File: config.mk
export PLATFORM = sky130hd
export DESIGN_NAME = utf8_stream_decoder_flat
export DESIGN_NICKNAME = d
export VERILOG_FILES = /design/src/hw/rtl/utf8d_pkg.sv /design/src/hw/rtl/utf8d_if.sv /design/src/hw/rtl/utf8d_step.sv /design/src/hw/rtl/utf8_stream_decoder.sv /design/src/flat_wrapper.sv
export SDC_FILE = /design/constraint.sdc
export NUM_CORES = 1
export LEC_CHECK = 0
export BUFFER_PORTS_ARGS = -buffer_cell sky130_fd_sc_hd__buf_2
export CAP_MARGIN = 10
export CORE_ASPECT_RATIO = 0.9
export CORE_UTILIZATION = 49
export CTS_CLUSTER_SIZE = 10
export DETAILED_ROUTE_END_ITERATION = 10
export HOLD_SLACK_MARGIN = 0.15
export PLACE_DENSITY_LB_ADDON = 0.2
export SLEW_MARGIN = 25
export SYNTH_ARGS = -nofsm -noshare
export SYNTH_HDL_FRONTEND = slang
export SYNTH_SLANG_ARGS = --single-unit
File: constraint.sdc
create_clock -name clk -period 3.4 [get_ports clk]
set_input_delay 0.34 -clock clk [delete_from_list [all_inputs] [get_ports clk]]
set_output_delay 0.34 -clock clk [all_outputs]
set_load 0.005 [all_outputs]
File: src/hw/rtl/utf8d_pkg.sv
// Types and constants shared by the UTF-8 stream decoder.
// No dependencies.
package utf8d_pkg;

  localparam int unsigned CpWidth  = 31;
  localparam int unsigned RemWidth = 3;

  // Byte ranges of ASCII and of the lead bytes of the two- to six-byte forms
  localparam logic [7:0] ASCII_MAX  = 8'd127;
  localparam logic [7:0] LEAD2_MIN  = 8'd192;
  localparam logic [7:0] LEAD2_MAX  = 8'd223;
  localparam logic [7:0] LEAD3_MIN  = 8'd224;
  localparam logic [7:0] LEAD3_MAX  = 8'd239;
  localparam logic [7:0] LEAD4_MIN  = 8'd240;
  localparam logic [7:0] LEAD4_MAX  = 8'd247;
  localparam logic [7:0] LEAD5_MIN  = 8'd248;
  localparam logic [7:0] LEAD5_MAX  = 8'd251;
  localparam logic [7:0] LEAD6_MIN  = 8'd252;
  localparam logic [7:0] LEAD6_MAX  = 8'd253;

  typedef logic [CpWidth-1:0]  cp_t;
  typedef logic [RemWidth-1:0] rem_t;

  typedef struct packed {
    cp_t  partial_value;
    rem_t bytes_remaining;
  } dec_state_t;

  typedef struct packed {
    logic emit;
    logic has_char;
    logic end_of_text;
    cp_t  code_point;
  } step_res_t;

endpackage

File: src/hw/rtl/utf8d_if.sv
// Valid/ready channels for raw bytes in and decoded characters out.
// Depends on utf8d_pkg for the code point type.
interface utf8d_byte_if;
  logic       valid;
  logic       ready;
  logic [7:0] data_byte;
  logic       last_byte;

  modport source (output valid, data_byte, last_byte, input ready);
  modport sink   (input valid, data_byte, last_byte, output ready);
endinterface

interface utf8d_char_if;
  logic            valid;
  logic            ready;
  utf8d_pkg::cp_t  code_point;
  logic            has_char;
  logic            end_of_text;

  modport source (output valid, code_point, has_char, end_of_text, input ready);
  modport sink   (input valid, code_point, has_char, end_of_text, output ready);
endinterface

File: src/hw/rtl/utf8d_step.sv
// Per-byte decode step: next sequence state and the result of one byte.
// Depends on utf8d_pkg.
module utf8d_step
  import utf8d_pkg::*;
(
  input  dec_state_t cur,
  input  logic [7:0] data_byte,
  input  logic       last_byte,
  output dec_state_t nxt,
  output step_res_t  res
);

  logic got;
  cp_t  cp;
  cp_t  shifted;

  assign shifted = {cur.partial_value[CpWidth-7:0], data_byte[5:0]};

  always_comb begin
    nxt = cur;
    got = 1'b0;
    cp  = '0;
    priority if (cur.bytes_remaining != '0) begin
      // open sequence: any byte counts as continuation
      nxt.partial_value   = shifted;
      nxt.bytes_remaining = cur.bytes_remaining - rem_t'(1);
      if (cur.bytes_remaining == rem_t'(1)) begin
        got               = 1'b1;
        cp                = shifted;
        nxt.partial_value = '0;
      end
    end else if (data_byte <= ASCII_MAX) begin
      got = 1'b1;
      cp  = cp_t'(data_byte);
    end else if (data_byte >= LEAD2_MIN && data_byte <= LEAD2_MAX) begin
      nxt.partial_value   = cp_t'(data_byte[4:0]);
      nxt.bytes_remaining = rem_t'(1);
    end else if (data_byte >= LEAD3_MIN && data_byte <= LEAD3_MAX) begin
      nxt.partial_value   = cp_t'(data_byte[3:0]);
      nxt.bytes_remaining = rem_t'(2);
    end else if (data_byte >= LEAD4_MIN && data_byte <= LEAD4_MAX) begin
      nxt.partial_value   = cp_t'(data_byte[2:0]);
      nxt.bytes_remaining = rem_t'(3);
    end else if (data_byte >= LEAD5_MIN && data_byte <= LEAD5_MAX) begin
      nxt.partial_value   = cp_t'(data_byte[1:0]);
      nxt.bytes_remaining = rem_t'(4);
    end else if (data_byte >= LEAD6_MIN && data_byte <= LEAD6_MAX) begin
      nxt.partial_value   = cp_t'(data_byte[0]);
      nxt.bytes_remaining = rem_t'(5);
    end else begin
      // stray continuation or 254/255: skipped
      nxt = cur;
    end

    if (last_byte) begin
      nxt = '0;
    end

    res.emit        = got | last_byte;
    res.has_char    = got;
    res.end_of_text = last_byte;
    res.code_point  = got ? cp : '0;
  end

endmodule

File: src/hw/rtl/utf8_stream_decoder.sv
// A byte's result is registered and appears in the cycle after its transfer.
// Throughput: one byte per cycle; the sequence state register closes a
// loop through the combinational decode step. The input stalls only while a
// result waits and the receiver is not ready.
// Reset (synchronous, active high) closes any open sequence and drops
// the pending result.
module utf8_stream_decoder
  import utf8d_pkg::*;
(
  input  logic               clk,
  input  logic               rst,
  utf8d_byte_if.sink         bytes,
  utf8d_char_if.source       chars
);

  dec_state_t state;
  dec_state_t state_next;
  step_res_t  res;
  logic       in_xfer;

  logic out_valid;
  cp_t  code_point;
  logic has_char;
  logic end_of_text;

  utf8d_step u_step (
    .cur       (state),
    .data_byte (bytes.data_byte),
    .last_byte (bytes.last_byte),
    .nxt       (state_next),
    .res       (res)
  );

  assign bytes.ready = !out_valid || chars.ready;
  assign in_xfer     = bytes.valid && bytes.ready;

  always_ff @(posedge clk) begin
    if (rst) begin
      state     <= '0;
      out_valid <= 1'b0;
    end else if (in_xfer) begin
      state     <= state_next;
      out_valid <= res.emit;
    end else if (chars.ready) begin
      out_valid <= 1'b0;
    end
  end

  always_ff @(posedge clk) begin
    if (in_xfer && res.emit) begin
      code_point  <= res.code_point;
      has_char    <= res.has_char;
      end_of_text <= res.end_of_text;
    end
  end

  assign chars.valid       = out_valid;
  assign chars.code_point  = code_point;
  assign chars.has_char    = has_char;
  assign chars.end_of_text = end_of_text;

`ifndef SYNTHESIS
  a_last_closes_seq: assert property (@(posedge clk) disable iff (rst)
    in_xfer && bytes.last_byte |=> state.bytes_remaining == '0 && state.partial_value == '0)
    else $error("sequence still open after last byte");

  a_last_gives_end: assert property (@(posedge clk) disable iff (rst)
    in_xfer && bytes.last_byte |=> out_valid && end_of_text)
    else $error("last byte gave no end-of-text result");

  a_empty_result_zero: assert property (@(posedge clk) disable iff (rst)
    out_valid && !has_char |-> code_point == '0 && end_of_text)
    else $error("result without character is malformed");

  a_rem_range: assert property (@(posedge clk) disable iff (rst)
    state.bytes_remaining <= rem_t'(5))
    else $error("bytes_remaining out of range");
`endif

endmodule
File: src/flat_wrapper.sv
// flat-port wrapper written by rule: the top's interface ports become plain ports
module utf8_stream_decoder_flat import utf8d_pkg::*;
  (clk, rst, bytes_valid, bytes_data_byte, bytes_last_byte, bytes_ready, chars_valid, chars_code_point, chars_has_char, chars_end_of_text, chars_ready);
  utf8d_byte_if bytes_i ();
  utf8d_char_if chars_i ();
  input  logic clk;
  input  logic rst;
  input wire logic [$bits(bytes_i.valid)-1:0] bytes_valid;
  input wire logic [$bits(bytes_i.data_byte)-1:0] bytes_data_byte;
  input wire logic [$bits(bytes_i.last_byte)-1:0] bytes_last_byte;
  output wire logic [$bits(bytes_i.ready)-1:0] bytes_ready;
  output wire logic [$bits(chars_i.valid)-1:0] chars_valid;
  output wire logic [$bits(chars_i.code_point)-1:0] chars_code_point;
  output wire logic [$bits(chars_i.has_char)-1:0] chars_has_char;
  output wire logic [$bits(chars_i.end_of_text)-1:0] chars_end_of_text;
  input wire logic [$bits(chars_i.ready)-1:0] chars_ready;
  assign bytes_i.valid = bytes_valid;
  assign bytes_i.data_byte = bytes_data_byte;
  assign bytes_i.last_byte = bytes_last_byte;
  assign bytes_ready = bytes_i.ready;
  assign chars_valid = chars_i.valid;
  assign chars_code_point = chars_i.code_point;
  assign chars_has_char = chars_i.has_char;
  assign chars_end_of_text = chars_i.end_of_text;
  assign chars_i.ready = chars_ready;
  utf8_stream_decoder u_core (.clk(clk), .rst(rst), .bytes(bytes_i), .chars(chars_i));
endmodule
==> results.cfg <==
[yosys]
synth_cell_type_count = 35
syn_nets = 248
ys_seq_area_frac = 0.598
synth_top_area_share = 0.377
ys_warn_count = 0
synth-edff-count = 33
synth_top_family_by_area = simple AND/OR/NAND/NOR gates
synth_adder_area_share = 0.0143
synthesis.area_um2 = 2630
synth-compound-area-share = 0.0595
async_flop_share = 0
netlist_instances = 232
synth_mux_area_frac = 0.0999
synth_area_leader_cell = edfxtp_1
synth-main-ff-cell = edfxtp_1
synth-simple-area-share = 0.194
synth.area.top_cells = edfxtp_1 38%, dfxtp_1 22%, mux2i_1 9.1%
synthXorXnorAreaFrac = 0
avgSynthCellArea_um2 = 11.3
ys_seq_elements = 62

[grt]
grt_max_degree = 27
gr-total-overflow = 0
antenna_found_initial = 0
grt_pass1_vias = 1756
grt_pass1_wl_mm = 8.27
grt_use_total = 0.198

[worst_setup_path]
worst_path_most_repeated_cell = nor2_1
worstPathRequired_ns = 3.41
max_stage_delay_ns = 0.39
crit_buf_inv = 2
crit_type = reg2reg
start_kind = flip-flop
endpoint_kind = flip-flop
worst-endpoint-arrival_ns = 2.26
crit_chain = inv_1, ha_1, nand2b_1, nor2_1, nor2_1, a21oi_4, buf_4
path_max_fanout = 22
crit_slowest_cell = a21oi_4
cp_top_family = simple AND/OR/NAND/NOR gates

[placement]
globalplace.congestion = 0.913
place_inst = 337
hpwl_mm = 3.38
io_buffers = 47

[clock_tree]
clock_latency_ns = 0.34
cts-root-buf = clkbuf_8
cts_inserted_buffers = 9
cts-hold-fix-buffers = 0
post-cts-setup-buffers = 0
htreeDepth = 3
cts_tree = done
cts.sinks = 62
cts_resized = 0
cts_buffer_depth = 2
cts.reportedPaths.clkPinSlew_ns = 0.06

[die]
start_util = 0.524
die_x_um = 79.2
dieArea_um2 = 5660
ios = 48
die_h_um = 71.5
coreArea_um2 = 5010
rows = 24

[power]
p_leak_nw = 1.30
power.density_nw_per_um2 = 523
ir_drop_mv = 0.261

[final_layout]
antenna_cells = 0
drive_above_1_share = 0.247
fillers = 396
fin_nets = 299
layout_commonest_cell = nand2_1
final-seq-area_um2 = 1570
mostFrequentLayoutCells = 49 x nand2_1, 47 x buf_2, 33 x edfxtp_1
syn_to_final_growth_pct = 19.2
fin_cells = 353
multi_input_area_um2 = 983

[sta]
setup_viol = 0
slew_headroom = 0.480
post-route-period-util = 0.663
finClkSkew_ns = 0.00943
final-max-slew-violation-count = 0
max_freq_mhz = 443
post-route-min-period_ns = 2.26
worst_pin_slew_ns = 0.776
rsz0062_at_grt = no
final_hold_viol_count = 0
fin_setup_tns_ns = 0

[status]
status = finished, final reports clean

[detailed_routing]
drt-met1-wl_mm = 2.32
met3_length_um = 222
wl_met2_mm = 2.25
final_antenna_net_count = 0
wl_mm = 4.86
wl_per_cell_um = 13.8
via_count = 1816
drt_pre_antenna_iters = 4
drc = 0
routed.top_layer = met4
dr.first_iter.drc_count = 138
viasPerCell = 5.14

[min_path]
min_path_type = in2reg

[run]
max_cap_violations = 0
worst register-to-register path, cell delays in order, from the launching register on:
cell	delay [ns]
dfxtp_1	0.35
inv_1	0.09
ha_1	0.23
nand2b_1	0.19
nor2_1	0.19
nor2_1	0.11
a21oi_4	0.39
buf_4	0.37
sequential cells by signal, summed over array words and instances, names as in the netlist:
register,flops
u_core.chars.valid,1
u_core.chars.end_of_text,1
u_core.state,28
u_core.chars.has_char,1
u_core.chars.code_point,31
path summary, 6_finish.rpt:
path	from	end	slack (ns)	cells after the start
hold reg to reg	u_core.state[25]$_SDFFE_PP0P_	u_core.state[25]$_SDFFE_PP0P_	0.46	2
setup / recovery	u_core.state[0]$_SDFFE_PP0P_	u_core.chars.code_point[1]$_SDFFCE_PP0P_	1.14	7
setup reg to reg	u_core.state[0]$_SDFFE_PP0P_	u_core.chars.code_point[1]$_SDFFCE_PP0P_	1.14	7
hold / removal	bytes_data_byte[0]	u_core.state[3]$_SDFFE_PP0P_	0.26	3
cell families after synthesis:
family | Yosys count
AO/OA/AOI/OAI | 21
adder cells (fa/ha/maj) | 3
flip-flops | 62
AND/OR/NAND/NOR | 102
buffers and inverters | 18
multiplexers | 26
cell type report:
class,count,share of cell area
clock buffer,12,0.0431
tap,65,0.0259
inverter,7,0.00838
sequential,62,0.501
multi-input combinational,152,0.314
timing repair buffer,51,0.0846
clock inverter,4,0.0231
metal layers:
metal  vias to the layer above  global-route usage
li1                        908                   -
met1                       853               0.249
met2                        49               0.304
met3                         6              0.0803
met4                         0              0.0828
met5                         -                   0
synth_stat cells (all sizes together) (4+ instances only):
master  count
and2       30
edfxtp     33
clkbuf      8
dfxtp      29
mux2i      24
nand2b      4
a21oi       6
inv         6
nand2      49
nor2        7
report_power, final:
part           internal (mW)  total (mW)  switching, mW  leakage, nW
Sequential             0.818       0.826        0.00775        0.559
Combinational         0.0538       0.135         0.0810        0.641
Clock                  0.412       0.678          0.265        0.102
Total                   1.28        1.64          0.354         1.30
through the flow:
step                      worst slack [ns]  hold slack (ns)  cell area, µm²  power, mW   util
after floorplan                      0.169            0.433            2630      0.928      -
after global placement                1.23            0.443            2930      0.977  0.584
after detailed placement              1.13            0.450            2930      0.979  0.584
after CTS                             1.11            0.249            3140       1.66  0.625
after global routing                 0.963            0.259            3140       1.71  0.625
final                                 1.14            0.262            3140       1.64  0.625
Note: power is estimated with default switching activity, not from simulation.
